**src/rtl/core/sfd_pkg.sv**
```systemverilog
`default_nettype none

package sfd_pkg;

	localparam logic [7:0] HDR_BYTE = 8'h68;
	localparam logic [7:0] TAIL_BYTE = 8'h16;
	localparam logic [7:0] OVERHEAD = 8'd5;
	localparam logic [7:0] MAX_LEN_RESET = 8'(9'd256 - {1'b0, OVERHEAD});

	typedef enum logic [2:0] {
		PH_HUNT = 3'd0,
		PH_CTRL = 3'd1,
		PH_LEN  = 3'd2,
		PH_BODY = 3'd3,
		PH_SUM  = 3'd4,
		PH_TAIL = 3'd5
	} phase_t;

	typedef enum logic [2:0] {
		ST_PENDING  = 3'd0,
		ST_GOOD     = 3'd1,
		ST_BAD_LEN  = 3'd2,
		ST_BAD_SUM  = 3'd3,
		ST_BAD_TAIL = 3'd4
	} status_t;

	typedef enum logic {
		REG_CHECK_EN = 1'b0,
		REG_MAX_LEN  = 1'b1
	} reg_index_t;

	typedef struct packed {
		phase_t      phase;
		logic [7:0]  body_cnt;
		logic [7:0]  length;
		logic [7:0]  sum;
		logic [7:0]  control;
		logic [7:0]  source;
		logic [7:0]  destination;
		logic [15:0] command;
	} frame_state_t;

	typedef struct packed {
		logic [7:0]  byte_out;
		logic        in_frame;
		logic [7:0]  position;
		status_t     status;
		logic [7:0]  frame_control;
		logic [7:0]  frame_length;
		logic [7:0]  frame_source;
		logic [7:0]  frame_destination;
		logic [15:0] frame_command;
	} result_t;

	typedef struct packed {
		logic       check_en;
		logic [7:0] max_len;
	} cfg_t;

endpackage

`default_nettype wire

```
**src/rtl/core/sfd_if.sv**
```systemverilog
`default_nettype none

interface sfd_rx_if;
	logic       valid;
	logic       ready;
	logic [7:0] byte_in;

	modport source (output valid, output byte_in, input ready);
	modport sink (input valid, input byte_in, output ready);
endinterface

interface sfd_report_if;
	logic             valid;
	logic             ready;
	logic [7:0]       byte_out;
	logic             in_frame;
	logic [7:0]       position;
	logic [2:0]       status;
	logic [7:0]       frame_control;
	logic [7:0]       frame_length;
	logic [7:0]       frame_source;
	logic [7:0]       frame_destination;
	logic [15:0]      frame_command;

	modport source (
		output valid, output byte_out, output in_frame, output position, output status,
		output frame_control, output frame_length, output frame_source,
		output frame_destination, output frame_command, input ready
	);
	modport sink (
		input valid, input byte_out, input in_frame, input position, input status,
		input frame_control, input frame_length, input frame_source,
		input frame_destination, input frame_command, output ready
	);
endinterface

`default_nettype wire

```
**src/rtl/core/sum_checked_frame_deframer.sv**
```systemverilog
// Channel  | Direction | Word
// rx       | in        | byte_in, one received byte
// report   | out       | byte_out, in_frame, position, status and captured frame fields
// cfg_*    | in        | register write: cfg_we, cfg_index, cfg_wdata
//
// One byte enters per cycle unless the report stalls; the report word is registered.
// The frame state updates when a byte moves from the input register to the report register.
// arst_n clears the frame state to hunting and loads the register reset values.
// A stalled report holds; the input register still takes one more byte behind it.
`default_nettype none

module sum_checked_frame_deframer (
	input  wire logic       clk,
	input  wire logic       arst_n,
	sfd_rx_if.sink          rx,
	sfd_report_if.source    report,
	input  wire logic       cfg_we,
	input  wire logic       cfg_index,
	input  wire logic [7:0] cfg_wdata
);

	sfd_pkg::cfg_t         cfg_q;
	sfd_pkg::frame_state_t state_q;
	sfd_pkg::frame_state_t state_nxt;
	sfd_pkg::result_t      res_nxt;
	sfd_pkg::result_t      res_s2;
	logic [7:0]            byte_s1;
	logic                  valid_s1;
	logic                  valid_s2;
	logic                  advance;

	assign advance = valid_s1 && (!valid_s2 || report.ready);
	assign rx.ready = !valid_s1 || advance;

	always_ff @(posedge clk or negedge arst_n) begin
		if (!arst_n) begin
			cfg_q.check_en <= 1'b1;
			cfg_q.max_len <= sfd_pkg::MAX_LEN_RESET;
		end else if (cfg_we) begin
			unique case (sfd_pkg::reg_index_t'(cfg_index))
				sfd_pkg::REG_CHECK_EN: cfg_q.check_en <= cfg_wdata[0];
				sfd_pkg::REG_MAX_LEN: cfg_q.max_len <= cfg_wdata;
				default: ;
			endcase
		end
	end

	always_ff @(posedge clk or negedge arst_n) begin
		if (!arst_n) begin
			valid_s1 <= 1'b0;
		end else if (rx.ready) begin
			valid_s1 <= rx.valid;
		end
	end

	always_ff @(posedge clk) begin
		if (rx.valid && rx.ready) begin
			byte_s1 <= rx.byte_in;
		end
	end

	sfd_parse u_parse (
		.cur(state_q),
		.cfg(cfg_q),
		.rx_byte(byte_s1),
		.nxt(state_nxt),
		.res(res_nxt)
	);

	always_ff @(posedge clk or negedge arst_n) begin
		if (!arst_n) begin
			state_q <= '0;
			valid_s2 <= 1'b0;
		end else begin
			if (advance) begin
				state_q <= state_nxt;
			end
			if (advance) begin
				valid_s2 <= 1'b1;
			end else if (report.ready) begin
				valid_s2 <= 1'b0;
			end
		end
	end

	always_ff @(posedge clk) begin
		if (advance) begin
			res_s2 <= res_nxt;
		end
	end

	assign report.valid = valid_s2;
	assign report.byte_out = res_s2.byte_out;
	assign report.in_frame = res_s2.in_frame;
	assign report.position = res_s2.position;
	assign report.status = res_s2.status;
	assign report.frame_control = res_s2.frame_control;
	assign report.frame_length = res_s2.frame_length;
	assign report.frame_source = res_s2.frame_source;
	assign report.frame_destination = res_s2.frame_destination;
	assign report.frame_command = res_s2.frame_command;

endmodule

`default_nettype wire

```
**src/rtl/core/sfd_parse.sv**
```systemverilog
`default_nettype none

module sfd_parse (
	input  wire sfd_pkg::frame_state_t cur,
	input  wire sfd_pkg::cfg_t         cfg,
	input  wire logic [7:0]            rx_byte,
	output sfd_pkg::frame_state_t      nxt,
	output sfd_pkg::result_t           res
);

	sfd_pkg::frame_state_t upd;
	sfd_pkg::frame_state_t hunt;
	sfd_pkg::status_t      status;
	logic                  infr;
	logic [8:0]            pos;
	logic [7:0]            body_next;

	always_comb begin
		hunt = '0;
		hunt.phase = sfd_pkg::PH_HUNT;
		if (rx_byte == sfd_pkg::HDR_BYTE) begin
			hunt.phase = sfd_pkg::PH_CTRL;
			hunt.sum = sfd_pkg::HDR_BYTE;
		end
	end

	assign body_next = cur.body_cnt + 8'd1;

	always_comb begin
		upd = cur;
		status = sfd_pkg::ST_PENDING;
		infr = 1'b1;
		pos = '0;
		unique case (cur.phase)
			sfd_pkg::PH_CTRL: begin
				pos = 9'd1;
				upd.control = rx_byte;
				upd.sum = cur.sum + rx_byte;
				upd.phase = sfd_pkg::PH_LEN;
			end
			sfd_pkg::PH_LEN: begin
				pos = 9'd2;
				upd.length = rx_byte;
				if (rx_byte > cfg.max_len) begin
					status = sfd_pkg::ST_BAD_LEN;
				end else begin
					upd.sum = cur.sum + rx_byte;
					upd.body_cnt = '0;
					upd.phase = (rx_byte == 8'd0) ? sfd_pkg::PH_SUM : sfd_pkg::PH_BODY;
				end
			end
			sfd_pkg::PH_BODY: begin
				pos = {1'b0, cur.body_cnt} + 9'd3;
				unique case (cur.body_cnt)
					8'd0: upd.source = rx_byte;
					8'd1: upd.destination = rx_byte;
					8'd2: upd.command[15:8] = rx_byte;
					8'd3: upd.command[7:0] = rx_byte;
					default: ;
				endcase
				upd.sum = cur.sum + rx_byte;
				upd.body_cnt = body_next;
				if (body_next >= cur.length) begin
					upd.phase = sfd_pkg::PH_SUM;
				end
			end
			sfd_pkg::PH_SUM: begin
				pos = {1'b0, cur.length} + 9'd3;
				if (cfg.check_en && (rx_byte != cur.sum)) begin
					status = sfd_pkg::ST_BAD_SUM;
				end else begin
					upd.phase = sfd_pkg::PH_TAIL;
				end
			end
			sfd_pkg::PH_TAIL: begin
				pos = {1'b0, cur.length} + 9'd4;
				status = (rx_byte == sfd_pkg::TAIL_BYTE) ? sfd_pkg::ST_GOOD
					: sfd_pkg::ST_BAD_TAIL;
			end
			default: begin
				upd = hunt;
				infr = (rx_byte == sfd_pkg::HDR_BYTE);
			end
		endcase
	end

	always_comb begin
		res = '0;
		res.byte_out = rx_byte;
		res.in_frame = infr;
		res.position = pos[8] ? 8'hFF : pos[7:0];
		res.status = status;
		nxt = upd;
		if (status != sfd_pkg::ST_PENDING) begin
			res.frame_control = upd.control;
			res.frame_length = upd.length;
			res.frame_source = upd.source;
			res.frame_destination = upd.destination;
			res.frame_command = upd.command;
			nxt = hunt;
		end
	end

endmodule

`default_nettype wire

```
**src/flat_wrapper.sv**
```systemverilog
// flat-port wrapper written by rule: the top's interface ports become plain ports
module sum_checked_frame_deframer_flat 
  (clk, arst_n, cfg_we, cfg_index, cfg_wdata, rx_valid, rx_byte_in, rx_ready, report_valid, report_byte_out, report_in_frame, report_position, report_status, report_frame_control, report_frame_length, report_frame_source, report_frame_destination, report_frame_command, report_ready);
  sfd_rx_if rx_i ();
  sfd_report_if report_i ();
  input  wire logic clk;
  input  wire logic arst_n;
  input  wire logic cfg_we;
  input  wire logic cfg_index;
  input  wire logic [7:0] cfg_wdata;
  input wire logic [$bits(rx_i.valid)-1:0] rx_valid;
  input wire logic [$bits(rx_i.byte_in)-1:0] rx_byte_in;
  output wire logic [$bits(rx_i.ready)-1:0] rx_ready;
  output wire logic [$bits(report_i.valid)-1:0] report_valid;
  output wire logic [$bits(report_i.byte_out)-1:0] report_byte_out;
  output wire logic [$bits(report_i.in_frame)-1:0] report_in_frame;
  output wire logic [$bits(report_i.position)-1:0] report_position;
  output wire logic [$bits(report_i.status)-1:0] report_status;
  output wire logic [$bits(report_i.frame_control)-1:0] report_frame_control;
  output wire logic [$bits(report_i.frame_length)-1:0] report_frame_length;
  output wire logic [$bits(report_i.frame_source)-1:0] report_frame_source;
  output wire logic [$bits(report_i.frame_destination)-1:0] report_frame_destination;
  output wire logic [$bits(report_i.frame_command)-1:0] report_frame_command;
  input wire logic [$bits(report_i.ready)-1:0] report_ready;
  assign rx_i.valid = rx_valid;
  assign rx_i.byte_in = rx_byte_in;
  assign rx_ready = rx_i.ready;
  assign report_valid = report_i.valid;
  assign report_byte_out = report_i.byte_out;
  assign report_in_frame = report_i.in_frame;
  assign report_position = report_i.position;
  assign report_status = report_i.status;
  assign report_frame_control = report_i.frame_control;
  assign report_frame_length = report_i.frame_length;
  assign report_frame_source = report_i.frame_source;
  assign report_frame_destination = report_i.frame_destination;
  assign report_frame_command = report_i.frame_command;
  assign report_i.ready = report_ready;
  sum_checked_frame_deframer u_core (.clk(clk), .arst_n(arst_n), .rx(rx_i), .report(report_i), .cfg_we(cfg_we), .cfg_index(cfg_index), .cfg_wdata(cfg_wdata));
endmodule
```
**config.mk**
```make
export PLATFORM = sky130hd
export DESIGN_NAME = sum_checked_frame_deframer_flat
export DESIGN_NICKNAME = d
export VERILOG_FILES = /design/src/rtl/core/sfd_pkg.sv /design/src/rtl/core/sfd_if.sv /design/src/rtl/core/sum_checked_frame_deframer.sv /design/src/rtl/core/sfd_parse.sv /design/src/flat_wrapper.sv
export SDC_FILE = /design/constraint.sdc
export NUM_CORES = 1
export LEC_CHECK = 0
export BUFFER_PORTS_ARGS = -buffer_cell sky130_fd_sc_hd__buf_2
export CORE_AREA = 2 2 172 174
export DETAILED_ROUTE_END_ITERATION = 12
export DIE_AREA = 0 0 174 176
export PLACE_DENSITY = 0.46
export SLEW_MARGIN = 40
export SYNTH_ARGS = -nofsm -noshare
export SYNTH_HDL_FRONTEND = slang
export SYNTH_HIERARCHICAL = 1
export SYNTH_SLANG_ARGS = --single-unit
```
**constraint.sdc**
```tcl
create_clock -name clk -period 4.05 [get_ports clk]
set_input_delay 0.2025 -clock clk [delete_from_list [all_inputs] [get_ports clk]]
set_output_delay 0.2025 -clock clk [all_outputs]
set_load 0.01 [all_outputs]
```
### Word level (Yosys, flattened, before mapping)

Cells that the tools add are included.

* register bits: 154
* bits in latches: 0
* RAM bits: 0
* bits in read-only memories: 0
* input port bits: 22
* output and inout port bits: 70
* memories: 0

* add/subtract/negate cells: 5
* multiply operators: 0
* divide/modulo/power cells: 0
* magnitude comparators: 2
* equal/unequal tests: 17
* shift-type cells: 0
* mux-type cells: 25
* bitwise gates (word level): 1
* reductions and logical operators: 23

Operators with widths (count)
* 67-bit two-way mux: 1
* 32-bit case mux with 2 select lines: 1
* 8-bit case mux with 3 select lines: 2
* 9-bit case mux with 5 select lines: 1
* 8-bit two-way mux: 5
* 8-bit case mux with 2 select lines: 2
* 8-bit by 2-bit adder with 9-bit output (second input constant): 2
* 8-bit by 2-bit == test with 1-bit output (second input constant): 2
* 8-bit zero test: 2
* 3-bit case mux with 5 select lines: 1
* 3-bit two-way mux: 4
* 4-bit OR reduction: 3
* 11-bit two-way mux: 1
* 8-bit by 3-bit adder with 9-bit output (second input constant): 1
* 3-bit inequality test (second input constant): 3
* 3-bit case mux with 3 select lines: 1
* 8-bit by 1-bit adder with 8-bit output (second input constant): 1
* 8-bit adder: 1
* 8-bit by 1-bit == test with 1-bit output (second input constant): 1
* 8-bit by 5-bit == test with 1-bit output (second input constant): 1
* 8-bit by 7-bit == test with 1-bit output (second input constant): 1
* 8-bit greater-or-equal comparator: 1
* 8-bit greater-than comparator: 1
* 8-bit inequality test: 1
* 20 further kinds: 33

### Logic depth before layout (Yosys ltp)

* depth in word-level cells: 7
* gate-level depth with buffers: 12
* gate-level depth less buffers: 11

### By module

Netlist, hierarchy kept.

Modules (own cells, without submodules)
* sum_checked_frame_deframer: instances 1, cells an instance 246, area each 5285.1 sq um, seq. area each 4244.1 sq um
* sfd_parse: instances 1, cells an instance 530, area each 3239.4 sq um, seq. area each 0.0 sq um

### Worst setup path after synthesis

No wires, ideal clock.

* kind: register to register
* start point: register u_core/state_q[58] (netlist name)
* end point: register u_core/state_q[66] (netlist name)
* library setup time: 0.125 ns
* arrival time: 2.800 ns
* slack: 1.126 ns
* cell stages (with the launch flop): 12
* buffers on the path: 1
* path through: dfrtp_1 > clkbuf_1 > nand3_1 > nor2_1 > xor2_1 > ha_1 > nor2b_1 > a2111oi_0 > o21a_1 > nor2_1 > o311a_1 > mux2_2

* cells in the longest elaborated chain, start to end: 4

RTL lines
* start: declaration: RTL line sum_checked_frame_deframer.sv:23 `sfd_pkg::frame_state_t state_q;`
* start signal: assignment: RTL line sum_checked_frame_deframer.sv:76 `state_q <= state_nxt;`
* 8-bit by 1-bit adder with 8-bit output: RTL line sfd_parse.sv:27 `assign body_next = cur.body_cnt + 8'd1;`
* 8-bit greater-or-equal comparator: RTL line sfd_parse.sv:63 `if (body_next >= cur.length) begin`
* 3-bit inequality test (no line)
* 5-bit AND reduction (no line)

No other way between the ends.
A chain may end at the register's enable or synchronous reset.

### Worst setup path in the final report

* start point: register u_core/state_q[56] (netlist name)
* end point: register u_core/state_q[66] (netlist name)

The elaborated chain is that of the path after synthesis.

==> results by group <==
Global routing
  • Antenna violations before repair: 0
  • First-pass GRT wire length: 35.8 mm
  • Grt total ovfl: 0
  • Number of global-route vias before repair: 6109
  • GRT Util Overall: 0.151
  • Largest net degree at the start of global routing: 46

Timing
  • Worst Hold Slack: 18.3 ps
  • Tmin final: 3260 ps
  • Max Fclk: 307 MHz
  • Slew at the pin closest to its max-slew limit: 805 ps
  • Hold Fails Final Rpt: 0
  • Final setup violating endpoints: 0
  • Setup TNS: 0 ps
  • Final period util: 0.804
  • Rel. slew slack: 0.462
  • Clock skew: a little under 10 ps
  • Final Max Tran Viols: 0
  • RSZ-0062 raised after global routing: false

CTS
  • CTS Buffer Depth: 2
  • CTS buffer count: 17
  • TritonCTS clock tree: built
  • CTS root buf: clkbuf_16
  • H-tree depth: 4
  • Clk_lat worst skew: 420 ps
  • CTS sink cnt: 154
  • # Post-CTS Setup Buffers: 0
  • Clk slew on worst S/H paths: approximately 70 ps

Routing
  • 1st-pass router iterations: 5
  • Total wire length: 22.5 mm
  • Vias/cell: 4.91
  • DRC violations left: 0
  • Via count: 6181
  • Final ANT Viol Nets: 0
  • Routed len/inst: 17.9 µm
  • Initial DRC count: just over 400

Yosys
  • Synth area leaders: edfxtp_1 (27%), dfrtp_1 (21%), mux2_2 (7.5%)
  • EDFF count, synth: 76
  • Main synth FF type: edfxtp_1
  • Mapped Area: about 8500 µm²
  • Synthesized Nets: between 800 and 900
  • Syn Area/Cell: ~11 µm²
  • Fraction of registers with async set/reset: 0.506
  • Synth cell types: 69
  • Yosys top cell area share: 0.268
  • Register area share after synthesis: 0.498
  • Leading area contributor after synthesis: edfxtp_1
  • Syn Inst Count: 776
  • Yosys reg bits: 154
  • Synth warn: 6

Pwr
  • P_leak: 4.30 nW
  • Power per cell area: 372 nW/µm²
  • Flop pwr share: 0.468
  • Combinational share of power: 0.084
  • Switching Power: between 0.0008 and 0.0009 W
  • Clock Power Share: 0.448
  • Worst VDD drop: 205 µV
  • Pint: about 0.0029 W
  • Sw frac: 0.235

Placement
  • DPL Wire Length: ~15 mm
  • IO Port Bufs: 91
  • GPL Wtd Cong: 0.817

Critical path
  • Worst Setup Path Type: reg2reg
  • Max FO, Critical Path: 10
  • Startpoint Class: register
  • Worst EP arrival: 3570 ps
  • CP endpoint kind: register
  • FF-to-FF setup slack: 790 ps
  • CP Data Required Time: 4360 ps

Cells and area
  • Layout fillers: 2907
  • Share of cells above drive strength 1: 0.285
  • Final net count: 916
  • Layout Area Growth over Synthesis: 18.6%
  • N_diodes: 0

Min path
  • Tightest Hold Check Type: in2reg

Die
  • Die Y: 176 µm
  • Core ar.: 28500 µm²
  • Io pins: 92
  • DIE AREA: 30600 µm²
  • Placement Rows: 62
  • Die width: around 170 µm
  • Initial core utilization: 0.299

Status
  • Outcome: finished clean

Job
  • Max cap viols: 0
## critical path, cell delays in order, from the launching register on
cell       delay (ps)
dfrtp_1           530
ha_1              330
nand3_1           190
nor2_1            180
xor2_1            200
ha_1              270
nor2b_1           130
a2111oi_0         530
o21a_1            210
nor2_1             40
o311a_1           280
mux2_2            260
## cells by family (layout without fill, tap and decap cells)
| kind of cell | Yosys count | after routing | synth area share |
|---|---|---|---|
| and+or+nand+nor | 256 | 256 | 0.150 |
| DFF | 154 | 154 | 0.498 |
| AOI/OAI and AO/OA | 144 | 144 | 0.116 |
| buffers and inverters | 85 | 185 | 0.0490 |
| muxes | 81 | 81 | 0.115 |
| adders and majority gates | 31 | 31 | 0.0464 |
| xor gates and xnor gates | 25 | 25 | 0.0257 |
## sequential cells by signal (all words and copies together), names as in the netlist
name / cells
u_core/report.status: 3
u_core/state_q: 67
u_core/report.frame_length: 8
u_core/report.position: 8
u_core/report.byte_out: 8
u_core/report.valid: 1
u_core/valid_s1: 1
u_core/report.frame_destination: 8
u_core/report.frame_command: 16
u_core/byte_s1: 8
u_core/report.in_frame: 1
u_core/report.frame_source: 8
u_core/report.frame_control: 8
u_core/cfg_q: 9
## metal layers
metal,vias to the layer above,global-route usage,wire length (µm)
li1,2952,-,-
met1,3060,0.222,11400
met2,151,0.224,9860
met3,18,0.0338,1050
met4,0,0.0361,272
met5,-,0,0
## final timing paths
check / end / from / cells after the start
worst max-delay path: u_core/state_q[66] / u_core/state_q[56] / 11
worst min-delay path: u_core/cfg_q[6] / cfg_wdata[6] / 2
worst max register to register: u_core/state_q[66] / u_core/state_q[56] / 11
worst min register to register: u_core/state_q[34] / u_core/state_q[34] / 1
max in group asynchronous: u_core/state_q[18] / arst_n / 3
min in group asynchronous: u_core/state_q[42] / arst_n / 2
## synthesized netlist by cell type (all sizes together) (4+ instances only)
cell and number:
nor2 135, edfxtp 76, mux2 76, dfrtp 70
a22oi 47, a21oi 38, nand2 36, buf 32
ha 30, clkbuf 29, inv 24, nor2b 17
xnor2 16, nand3 15, o21ai 15, and2 9
nand4 9, xor2 9, dfstp 8, nor3 8
a21o 6, nor4 6, o211ai 6, mux2i 5
nand2b 5, a221oi 4, nand3b 4, o21a 4
o22ai 4
## timing repair
item	in CTS	in global routing
resized for setup	0	0
endpoints found under the hold margin	50	0
hold buffers	16	0
## power by group through the flow
| stage | Sequential [W] | Combinational, W | Clock, W |
|---|---|---|---|
| 6_report | 0.00176 | 0.000315 | 0.00168 |
| 5_1_grt | 0.00177 | 0.000348 | 0.00179 |
| 4_1_cts | 0.00176 | 0.000321 | 0.00173 |
| 3_5_place_dp | 0.00179 | 0.000308 | 0 |
| 3_3_place_gp | 0.00179 | 0.000307 | 0 |
| 2_1_floorplan | 0.00180 | 0.000163 | 0 |
## per-stage QoR
stage	setup WS [ps]	power, W	utilization	instance area, µm²	std cells
after global routing	553	0.00390	0.354	10100	1260
final	793	0.00376	0.354	10100	1260
after global placement	877	0.00210	0.327	9350	1212
after detailed placement	800	0.00210	0.327	9350	1212
after CTS	796	0.00381	0.354	10100	1260
after floorplan	1130	0.00197	-	8520	776
## layout make-up
| class | instances | area [µm²] | share of cell area |
|---|---|---|---|
| sequential | 154 | 4240 | 0.420 |
| tap | 384 | 480 | 0.0475 |
| multi-input combinational | 537 | 3870 | 0.383 |
| clock inverter | 13 | 173 | 0.0171 |
| inverter | 24 | 90.1 | 0.00891 |
| clock buffer | 19 | 433 | 0.0428 |
| timing repair buffer | 129 | 821 | 0.0812 |
## cells in the final DEF (no fill, tap or decap), types with 3 or more instances in the layout
master	instances
a21o_1	6
a21oi_1	37
a221oi_1	3
a22oi_1	47
and2_1	7
buf_12	3
buf_2	90
buf_4	20
bufinv_16	4
clkbuf_16	17
clkinv_2	4
dfrtp_1	70
dfstp_2	8
dlygate4sd3_1	16
edfxtp_1	76
ha_1	30
inv_1	23
mux2_2	57
mux2_4	19
mux2i_1	4
nand2_1	35
nand2b_1	3
nand3_1	14
nand3b_1	4
nand4_1	9
nor2_1	125
nor2_4	10
nor2b_1	17
nor3_1	8
nor4_1	5
o211ai_1	6
o21a_1	4
o21ai_0	14
o22ai_1	4
xnor2_1	16
xor2_1	9
Note: power is estimated with default switching activity, not from simulation.
